File: src/vns_pkg.sv
// Shared types, constants and helpers for the vertex neighbor smoothing block.
// No dependencies; used by every other .sv file in src.
`default_nettype none

package vns_pkg;

	localparam int COORD_W       = 32;
	localparam int MAX_NEIGHBORS = 32;
	localparam int CNT_W         = $clog2(MAX_NEIGHBORS + 1);
	localparam int DEN_W         = $clog2(MAX_NEIGHBORS + 2);
	localparam int SUM_W         = COORD_W + $clog2(MAX_NEIGHBORS);
	localparam int NUM_W         = SUM_W + 1;
	localparam int GAIN_W        = 16;
	localparam int GAIN_FRAC     = 12;
	localparam int MULA_W        = NUM_W + 2;
	localparam int PROD_W        = MULA_W + GAIN_W;
	localparam int ACC_W         = PROD_W - GAIN_FRAC;
	localparam int MODE_W        = 2;
	localparam int CFG_W         = 16;
	localparam int CFG_IDX_W     = 2;
	localparam int NUM_AXES      = 3;
	localparam int AXIS_W        = $clog2(NUM_AXES);

	localparam logic signed [GAIN_W-1:0] SHRINK_RESET = 16'sd2048;
	localparam logic signed [GAIN_W-1:0] EXPAND_RESET = -16'sd2171;

	// Round half away from zero when dropping the gain fraction bits.
	localparam logic signed [PROD_W-1:0] RND_BIAS_POS = PROD_W'(1 << (GAIN_FRAC - 1));
	localparam logic signed [PROD_W-1:0] RND_BIAS_NEG = PROD_W'((1 << (GAIN_FRAC - 1)) - 1);

	typedef enum logic [CFG_IDX_W-1:0] {
		REG_MODE   = 2'd0,
		REG_SHRINK = 2'd1,
		REG_EXPAND = 2'd2
	} cfg_reg_t;

	typedef enum logic [MODE_W-1:0] {
		MODE_SIMPLE  = 2'd0,
		MODE_LAPLACE = 2'd1,
		MODE_TAUBIN  = 2'd2
	} mode_t;

	typedef enum logic [1:0] {
		STAT_OK       = 2'd0,
		STAT_NO_NBR   = 2'd1,
		STAT_OVERFLOW = 2'd2
	} status_t;

	typedef struct packed {
		logic signed [COORD_W-1:0] pos_x;
		logic signed [COORD_W-1:0] pos_y;
		logic signed [COORD_W-1:0] pos_z;
		logic                      is_own;
		logic                      last_in_group;
	} in_item_t;

	typedef struct packed {
		logic signed [COORD_W-1:0] new_x;
		logic signed [COORD_W-1:0] new_y;
		logic signed [COORD_W-1:0] new_z;
		status_t                   status;
	} out_item_t;

	typedef struct packed {
		logic             start;
		logic [NUM_W-1:0] num;
		logic [DEN_W-1:0] den;
	} div_req_t;

	typedef struct packed {
		logic             done;
		logic [NUM_W-1:0] quo;
	} div_rsp_t;

	function automatic logic signed [COORD_W-1:0] sat_coord(input logic signed [ACC_W-1:0] v);
		logic [ACC_W-COORD_W:0] top;
		top = v[ACC_W-1:COORD_W-1];
		if ((&top) || !(|top))
			return v[COORD_W-1:0];
		else if (v[ACC_W-1])
			return {1'b1, {(COORD_W-1){1'b0}}};
		else
			return {1'b0, {(COORD_W-1){1'b1}}};
	endfunction

endpackage

`default_nettype wire

File: src/vns_div.sv
// Serial restoring divider, one quotient bit per cycle, unsigned operands.
// Depends on vns_pkg for widths and the request/response structs.
`default_nettype none

module vns_div import vns_pkg::*; (
	input  wire logic     clk,
	input  wire logic     arst_n,
	input  wire div_req_t req,
	output div_rsp_t      rsp
);

	localparam int ITER_W = $clog2(NUM_W + 1);

	logic [NUM_W-1:0]  quo_q;
	logic [DEN_W-1:0]  rem_q;
	logic [DEN_W-1:0]  den_q;
	logic [ITER_W-1:0] iter_q;
	logic              busy_q;
	logic              done_q;

	logic [DEN_W:0] trial;
	logic [DEN_W:0] trial_diff;
	logic           fits;

	always_comb begin
		trial      = {rem_q, quo_q[NUM_W-1]};
		trial_diff = trial - {1'b0, den_q};
		fits       = trial >= {1'b0, den_q};
	end

	always_ff @(posedge clk or negedge arst_n) begin
		if (!arst_n) begin
			busy_q <= 1'b0;
			done_q <= 1'b0;
			iter_q <= '0;
		end else if (req.start) begin
			busy_q <= 1'b1;
			done_q <= 1'b0;
			iter_q <= ITER_W'(NUM_W);
		end else if (busy_q) begin
			iter_q <= iter_q - ITER_W'(1);
			if (iter_q == ITER_W'(1)) begin
				busy_q <= 1'b0;
				done_q <= 1'b1;
			end
		end else begin
			done_q <= 1'b0;
		end
	end

	always_ff @(posedge clk) begin
		if (req.start) begin
			quo_q <= req.num;
			rem_q <= '0;
			den_q <= req.den;
		end else if (busy_q) begin
			// shift in the next dividend bit, subtract when the divisor fits
			quo_q <= {quo_q[NUM_W-2:0], fits};
			rem_q <= fits ? trial_diff[DEN_W-1:0] : trial[DEN_W-1:0];
		end
	end

	assign rsp.done = done_q;
	assign rsp.quo  = quo_q;

endmodule

`default_nettype wire

File: src/vertex_neighbor_smoothing.sv
// Vertex neighbor smoothing: accumulates a vertex group and emits one smoothed position.
// Depends on vns_pkg and instantiates the serial divider vns_div.
//
// Usage:
//   Input channel (in_valid / in_stall / in_item): send the vertex's own position with
//   is_own set, then its neighbors; mark the final item with last_in_group. Each item
//   that is not marked last is taken at once and in_stall stays low.
//   After a last item transfers, in_stall stays high while the result is computed.
//   The three axes run one after another through one shared 38-step serial divider
//   and one gain multiplier; simple mode skips the gain steps, laplacian mode applies
//   shrink once, taubin mode shrink then expand; a group with no neighbors skips both.
//   Output channel (out_valid / out_stall / out_item): one result per group, held in
//   an output register until it transfers. Further groups may stream in meanwhile;
//   the next result waits in the block until the output register frees up.
//   Configuration (cfg_wr_en / cfg_index / cfg_data) is to be written between groups; the block does not enforce it.
//   Reset restores mode laplacian, shrink 0.5, expand -0.53, clears the own position,
//   the sums and the count, and empties the output register.
`default_nettype none

module vertex_neighbor_smoothing import vns_pkg::*; (
	input  wire logic                 clk,
	input  wire logic                 arst_n,
	input  wire logic                 in_valid,
	output logic                      in_stall,
	input  wire in_item_t             in_item,
	output logic                      out_valid,
	input  wire logic                 out_stall,
	output out_item_t                 out_item,
	input  wire logic                 cfg_wr_en,
	input  wire logic [CFG_IDX_W-1:0] cfg_index,
	input  wire logic [CFG_W-1:0]     cfg_data
);

	typedef enum logic [10:0] {
		ST_IDLE   = 11'b000_0000_0001,
		ST_CHECK  = 11'b000_0000_0010,
		ST_PREP   = 11'b000_0000_0100,
		ST_DSTART = 11'b000_0000_1000,
		ST_DWAIT  = 11'b000_0001_0000,
		ST_DIFF   = 11'b000_0010_0000,
		ST_MUL    = 11'b000_0100_0000,
		ST_RND    = 11'b000_1000_0000,
		ST_ACC    = 11'b001_0000_0000,
		ST_SAT    = 11'b010_0000_0000,
		ST_PUSH   = 11'b100_0000_0000
	} state_t;

	state_t state_q;

	logic [MODE_W-1:0]        mode_q;
	logic signed [GAIN_W-1:0] shrink_q;
	logic signed [GAIN_W-1:0] expand_q;

	logic signed [COORD_W-1:0] own_q [NUM_AXES];
	logic signed [SUM_W-1:0]   sum_q [NUM_AXES];
	logic [CNT_W-1:0]          cnt_q;
	logic                      ovf_q;

	logic [AXIS_W-1:0]         axis_q;
	logic                      phase_q;
	logic signed [NUM_W-1:0]   num_q;
	logic [DEN_W-1:0]          den_q;
	logic signed [NUM_W-1:0]   mean_q;
	logic signed [ACC_W-1:0]   base_q;
	logic signed [MULA_W-1:0]  mula_q;
	logic signed [PROD_W-1:0]  prod_q;
	logic signed [ACC_W-1:0]   rnd_q;
	logic signed [ACC_W-1:0]   acc_q;
	logic signed [COORD_W-1:0] res_q [NUM_AXES];
	status_t                   st_q;

	out_item_t out_q;
	logic      out_valid_q;

	logic signed [COORD_W-1:0] in_pos [NUM_AXES];
	logic                      in_xfer;
	logic                      out_xfer;
	logic                      push_ok;
	logic                      is_simple;
	logic                      is_taubin;
	logic signed [NUM_W-1:0]   quo_signed;
	logic signed [GAIN_W-1:0]  gain_sel;
	logic signed [PROD_W-1:0]  rnd_sum;
	logic signed [ACC_W-1:0]   acc_sum;
	div_req_t                  div_req;
	div_rsp_t                  div_rsp;

	assign in_pos[0] = in_item.pos_x;
	assign in_pos[1] = in_item.pos_y;
	assign in_pos[2] = in_item.pos_z;

	assign in_stall  = (state_q != ST_IDLE);
	assign in_xfer   = in_valid && !in_stall;
	assign out_xfer  = out_valid_q && !out_stall;
	assign push_ok   = !out_valid_q || !out_stall;
	assign is_simple = (mode_q == MODE_SIMPLE);
	// mode 3 acts as taubin
	assign is_taubin = mode_q[1];

	always_comb begin
		div_req.start = (state_q == ST_DSTART);
		// magnitude plus half the divisor: ~n + 1 + h for negative numerators
		div_req.num   = (num_q[NUM_W-1] ? ~$unsigned(num_q) : $unsigned(num_q))
			+ NUM_W'(den_q >> 1) + NUM_W'(num_q[NUM_W-1]);
		div_req.den   = den_q;
		quo_signed    = num_q[NUM_W-1] ? -$signed(div_rsp.quo) : $signed(div_rsp.quo);
		gain_sel      = phase_q ? expand_q : shrink_q;
		rnd_sum       = prod_q + (prod_q[PROD_W-1] ? RND_BIAS_NEG : RND_BIAS_POS);
		acc_sum       = base_q + rnd_q;
	end

	vns_div u_div (
		.clk    (clk),
		.arst_n (arst_n),
		.req    (div_req),
		.rsp    (div_rsp)
	);

	always_ff @(posedge clk or negedge arst_n) begin
		if (!arst_n) begin
			mode_q   <= MODE_LAPLACE;
			shrink_q <= SHRINK_RESET;
			expand_q <= EXPAND_RESET;
		end else if (cfg_wr_en) begin
			unique case (cfg_index)
				REG_MODE:   mode_q   <= cfg_data[MODE_W-1:0];
				REG_SHRINK: shrink_q <= cfg_data[GAIN_W-1:0];
				REG_EXPAND: expand_q <= cfg_data[GAIN_W-1:0];
				default: ;
			endcase
		end
	end

	// group accumulation
	always_ff @(posedge clk or negedge arst_n) begin
		if (!arst_n) begin
			for (int i = 0; i < NUM_AXES; i++) begin
				own_q[i] <= '0;
				sum_q[i] <= '0;
			end
			cnt_q <= '0;
			ovf_q <= 1'b0;
		end else if (in_xfer) begin
			if (in_item.is_own) begin
				for (int i = 0; i < NUM_AXES; i++) begin
					own_q[i] <= in_pos[i];
					sum_q[i] <= '0;
				end
				cnt_q <= '0;
				ovf_q <= 1'b0;
			end else if (cnt_q < CNT_W'(MAX_NEIGHBORS)) begin
				for (int i = 0; i < NUM_AXES; i++)
					sum_q[i] <= sum_q[i] + SUM_W'(in_pos[i]);
				cnt_q <= cnt_q + CNT_W'(1);
			end else begin
				ovf_q <= 1'b1;
			end
		end else if (state_q == ST_PUSH && push_ok) begin
			for (int i = 0; i < NUM_AXES; i++)
				sum_q[i] <= '0;
			cnt_q <= '0;
			ovf_q <= 1'b0;
		end
	end

	// sequencer
	always_ff @(posedge clk or negedge arst_n) begin
		if (!arst_n) begin
			state_q <= ST_IDLE;
			axis_q  <= '0;
			phase_q <= 1'b0;
		end else begin
			unique case (state_q)
				ST_IDLE: begin
					if (in_xfer && in_item.last_in_group)
						state_q <= ST_CHECK;
				end
				ST_CHECK: begin
					axis_q  <= '0;
					state_q <= (cnt_q == '0) ? ST_PUSH : ST_PREP;
				end
				ST_PREP:   state_q <= ST_DSTART;
				ST_DSTART: state_q <= ST_DWAIT;
				ST_DWAIT: begin
					if (div_rsp.done) begin
						phase_q <= 1'b0;
						state_q <= is_simple ? ST_SAT : ST_DIFF;
					end
				end
				ST_DIFF: state_q <= ST_MUL;
				ST_MUL:  state_q <= ST_RND;
				ST_RND:  state_q <= ST_ACC;
				ST_ACC: begin
					if (is_taubin && !phase_q) begin
						phase_q <= 1'b1;
						state_q <= ST_DIFF;
					end else begin
						state_q <= ST_SAT;
					end
				end
				ST_SAT: begin
					if (axis_q == AXIS_W'(NUM_AXES - 1)) begin
						state_q <= ST_PUSH;
					end else begin
						axis_q  <= axis_q + AXIS_W'(1);
						state_q <= ST_PREP;
					end
				end
				ST_PUSH: begin
					if (push_ok)
						state_q <= ST_IDLE;
				end
				default: state_q <= ST_IDLE;
			endcase
		end
	end

	// datapath registers
	always_ff @(posedge clk) begin
		unique case (state_q)
			ST_CHECK: begin
				if (cnt_q == '0) begin
					for (int i = 0; i < NUM_AXES; i++)
						res_q[i] <= own_q[i];
					st_q <= STAT_NO_NBR;
				end else begin
					st_q <= ovf_q ? STAT_OVERFLOW : STAT_OK;
				end
			end
			ST_PREP: begin
				if (is_simple) begin
					num_q <= NUM_W'(own_q[axis_q]) + NUM_W'(sum_q[axis_q]);
					den_q <= DEN_W'(cnt_q) + DEN_W'(1);
				end else begin
					num_q <= NUM_W'(sum_q[axis_q]);
					den_q <= DEN_W'(cnt_q);
				end
			end
			ST_DWAIT: begin
				if (div_rsp.done) begin
					mean_q <= quo_signed;
					acc_q  <= ACC_W'(quo_signed);
					base_q <= ACC_W'(own_q[axis_q]);
				end
			end
			ST_DIFF: mula_q <= MULA_W'(mean_q) - MULA_W'(base_q);
			ST_MUL:  prod_q <= mula_q * gain_sel;
			ST_RND:  rnd_q  <= ACC_W'(rnd_sum >>> GAIN_FRAC);
			ST_ACC: begin
				// the shrunk point stays far inside the 44-bit intermediate limit here
				acc_q  <= acc_sum;
				base_q <= acc_sum;
			end
			ST_SAT: res_q[axis_q] <= sat_coord(acc_q);
			default: ;
		endcase
	end

	// output register
	always_ff @(posedge clk or negedge arst_n) begin
		if (!arst_n) begin
			out_valid_q <= 1'b0;
		end else if (state_q == ST_PUSH && push_ok) begin
			out_valid_q <= 1'b1;
		end else if (out_xfer) begin
			out_valid_q <= 1'b0;
		end
	end

	always_ff @(posedge clk) begin
		if (state_q == ST_PUSH && push_ok) begin
			out_q.new_x  <= res_q[0];
			out_q.new_y  <= res_q[1];
			out_q.new_z  <= res_q[2];
			out_q.status <= st_q;
		end
	end

	assign out_valid = out_valid_q;
	assign out_item  = out_q;

endmodule

`default_nettype wire

File: config.mk
export PLATFORM = sky130hd
export DESIGN_NAME = vertex_neighbor_smoothing
export DESIGN_NICKNAME = d
export VERILOG_FILES = /design/src/vns_pkg.sv /design/src/vns_div.sv /design/src/vertex_neighbor_smoothing.sv
export SDC_FILE = /design/constraint.sdc
export NUM_CORES = 2
export LEC_CHECK = 0
export CORE_ASPECT_RATIO = 1.1
export CORE_UTILIZATION = 44
export CTS_BUF_LIST = sky130_fd_sc_hd__clkbuf_8
export DETAILED_ROUTE_END_ITERATION = 10
export DONT_BUFFER_PORTS = 1
export HOLD_SLACK_MARGIN = 0.05
export PLACE_DENSITY_LB_ADDON = 0.25
export SYNTH_ARGS = -nofsm -noshare
export SYNTH_HDL_FRONTEND = slang
export SYNTH_SLANG_ARGS = --single-unit
File: constraint.sdc
create_clock -name clk -period 9.1 [get_ports clk]
set_clock_uncertainty 0.15 [all_clocks]
set_input_delay 0.91 -clock clk [delete_from_list [all_inputs] [get_ports clk]]
set_output_delay 0.91 -clock clk [all_outputs]
set_load 0.01 [all_outputs]
==> impl_metrics.py <==
metrics = {
    "grt": {
        "grt_pass1_wl_microns": 291000,
        "overflow": 0,
        "grt_max_degree": 272,
        "antenna_found_initial": 8,
        "track_usage_pct": 23.9,
        "grt_pass1_vias": 50700,
    },
    "logic_synthesis": {
        "synth.cell_area_sq_um": 68000,
        "synth.area.top_cells": "edfxtp_1 (24%), fa_1 (18%), dfrtp_1 (9.5%)",
        "syn_nets": 8039,
        "ys_types": 87,
        "synth_compound_area_share_pct": 12.0,
        "synth_top_family_by_area": "adder cells",
        "ys_async_sr_fraction_pct": 32.8,
        "yosysTopAreaCellShare_pct": 24.3,
        "synth-edff-count": 550,
        "synth_adder_area_share_pct": 24.9,
        "dominantRegCellSynth": "edfxtp_1",
        "synth_mux_area_share_pct": 3.81,
        "synth-xor-area-share_pct": 5.12,
        "synth.avg_cell_area_sq_um": 9.82,
        "ys_seq_area_share_pct": 34.4,
        "synth_cells": 6926,
        "synthSimpleGateAreaFrac_pct": 13.2,
        "yosys-top-cells-count": "nand2_1 (938), inv_1 (869), fa_1 (606)",
        "ys_ff_latch": 827,
        "yosysTopAreaCell": "edfxtp_1",
        "synth_most_common_cell": "nand2_1",
        "yosysWarnings": 0,
    },
    "flow_run": {
        "cap_violations": 0,
    },
    "timing": {
        "hold_viol_final": 0,
        "setup-violations-final": 0,
        "worst_pin_slew_ps": 1070,
        "rsz0062_at_grt": "false",
        "fin_crit_ps": 8440,
        "slew_headroom_pct": 28.8,
        "max_freq_mhz": 119,
        "drv_slew": 0,
        "fin_setup_tns_ps": 0,
        "timing.final.crit_share_pct": 92.7,
    },
    "cells_and_area": {
        "nFillCells": 14300,
        "regArea_sq_um": 23400,
        "layout-drive-gt1-share_pct": 7.06,
        "layout.nets": 8073,
        "area_growth_pct": 9.13,
        "multi_input_area_sq_um": 40300,
        "design_area_sq_um": 74200,
        "layout.cells.non_filler": 9139,
    },
    "die": {
        "ios": 221,
        "start_util_pct": 44.5,
        "rows": 150,
        "die_w_microns": 377,
        "die_h_microns": 414,
        "die-area_sq_um": 156000,
        "core_area_sq_um": 153000,
    },
    "place": {
        "place_inst": 8746,
        "dpl.hpwl_microns": 141000,
        "place_area_sq_um": 70100,
        "gp_congestion": 0.940,
        "io_buffer_count": 0,
    },
    "detailed_routing": {
        "wl_microns": 184000,
        "drt-met1-wl_microns": 79400,
        "avgViaCountPerCell": 5.42,
        "wire_per_inst_microns": 20.2,
        "wl_met2_microns": 87800,
        "drt_iter0_drc": 3668,
        "topRoutingLayerUsed": "met5",
        "first_pass_iters": 6,
        "drc_errors": 0,
        "met3_length_microns": 11000,
        "vias": 49600,
        "ant_nets": 0,
    },
    "clock_network": {
        "cts_resized": 0,
        "cts_setup_buffers": 0,
        "insertion_delay_ps": 920,
        "cts_buffers": 147,
        "clock_tree.root_cell": "clkbuf_8",
        "ctsHtreeMaxLevel": 4,
        "cts_tree": "built",
        "clk_path_buf_depth": 3,
        "clkSlewWorstSetupHoldPaths_ps": 60,
        "cts.sinks": 827,
    },
    "critical_path": {
        "path_class": "register to register",
        "end_kind": "register",
        "cp_data_required_time_ps": 9570,
        "cp.arrival_ps": 8900,
        "start_kind": "register",
        "cp_max_fo": 26,
    },
    "min_path": {
        "hold_class": "input pin to register",
    },
    "run_status": {
        "status": "complete, no violations",
    },
}
[flip-flops by register name, indices dropped and copies added, names as in the netlist, 11 cells and up]
register,count
acc_q,44
base_q,44
expand_q,16
mean_q,38
mula_q,40
num_q,38
out_item,98
own_q,96
prod_q,56
res_q,96
rnd_q,44
shrink_q,16
state_q,11
sum_q,111
u_div.quo_q,38
[cells by family after synthesis]
kind of cell    Yosys count
compound gates         1346
xor+xnor                398
fa+ha+maj               992
buf+inv                1167
flops                   827
mux                     240
simple gates           1956
[timing repair]
item	in CTS	in global routing
setup endpoints to repair	0	0
hold endpoints to repair	409	0
hold buffers	116	0
[stage by stage]
step,utilization [%],hold WS (ps),worst slack [ps]
2_1_floorplan,-,250,1180
3_3_place_gp,45.9,255,817
3_5_place_dp,45.9,255,671
4_1_cts,48.6,72.8,626
5_1_grt,48.6,155,224
6_report,48.6,179,665
[final timing paths]
path                            slack, ps      endpoint  depth (start not counted)        start
worst max-delay path                  660    prod_q[55]                         25      phase_q
worst min-delay path                  180      sum_q[1]                          2   in_item[3]
worst max register to register        660    prod_q[55]                         25      phase_q
worst min register to register        270  out_item[38]                          0  res_q[1][4]
max in group asynchronous            6830  shrink_q[15]                          3       arst_n
min in group asynchronous             470     own_q[72]                          2       arst_n
[area by class of cell]
type,instances,area share (%)
Timing Repair Buffer,182,2.28
Clock buffer,159,2.95
Clock inverter,113,0.974
Multi-Input combinational cell,4932,54.4
Inverter,870,4.40
Sequential cell,827,31.6
Tap cell,2052,3.46
Antenna cell,4,0.0135
[cell usage in the layout (no fill, tap or decap), drive strengths merged, types with 43 or more instances in the layout]
| cell type | instances |
|---|---|
| nand2 | 939 |
| inv | 918 |
| fa | 606 |
| edfxtp | 550 |
| o21ai | 480 |
| ha | 386 |
| nor2 | 377 |
| a21oi | 352 |
| dfrtp | 258 |
| xnor2 | 243 |
| and2 | 195 |
| a21o | 179 |
| clkbuf | 159 |
| xor2 | 155 |
| mux2 | 154 |
| dlygate4sd3 | 115 |
| mux2i | 86 |
| nand3 | 77 |
| nor2b | 68 |
| buf | 67 |
| clkinv | 58 |
| nand2b | 50 |
| nor3 | 48 |
| o21a | 47 |
| o21bai | 43 |
[critical path: stages (launching register included)]
cell and delay (ps):
dfrtp_1 420, buf_4 340, mux2_2 600, and2_1 270, fa_1 530, inv_1 50, fa_1 460, fa_1 510
inv_1 50, fa_1 500, fa_1 520, inv_1 60, fa_1 480, inv_1 50, ha_1 350, a21oi_1 310
o211ai_1 190, a21o_1 240, a211o_1 370, o2bb2ai_1 240, o31a_1 330, o41ai_1 440, o21bai_1 110, a21o_1 220
a211oi_1 250, xnor2_1 100
[metal layers]
| metal | up-vias | track usage (%) |
|---|---|---|
| li1 | 23200 | - |
| met1 | 24600 | 31.7 |
| met2 | 1416 | 39.3 |
| met3 | 346 | 4.59 |
| met4 | 8 | 7.81 |
| met5 | - | 0 |
Power is left out: the tool's default activity adds up to more than one toggle a clock period on the data nets, which glitch-free logic cannot reach.
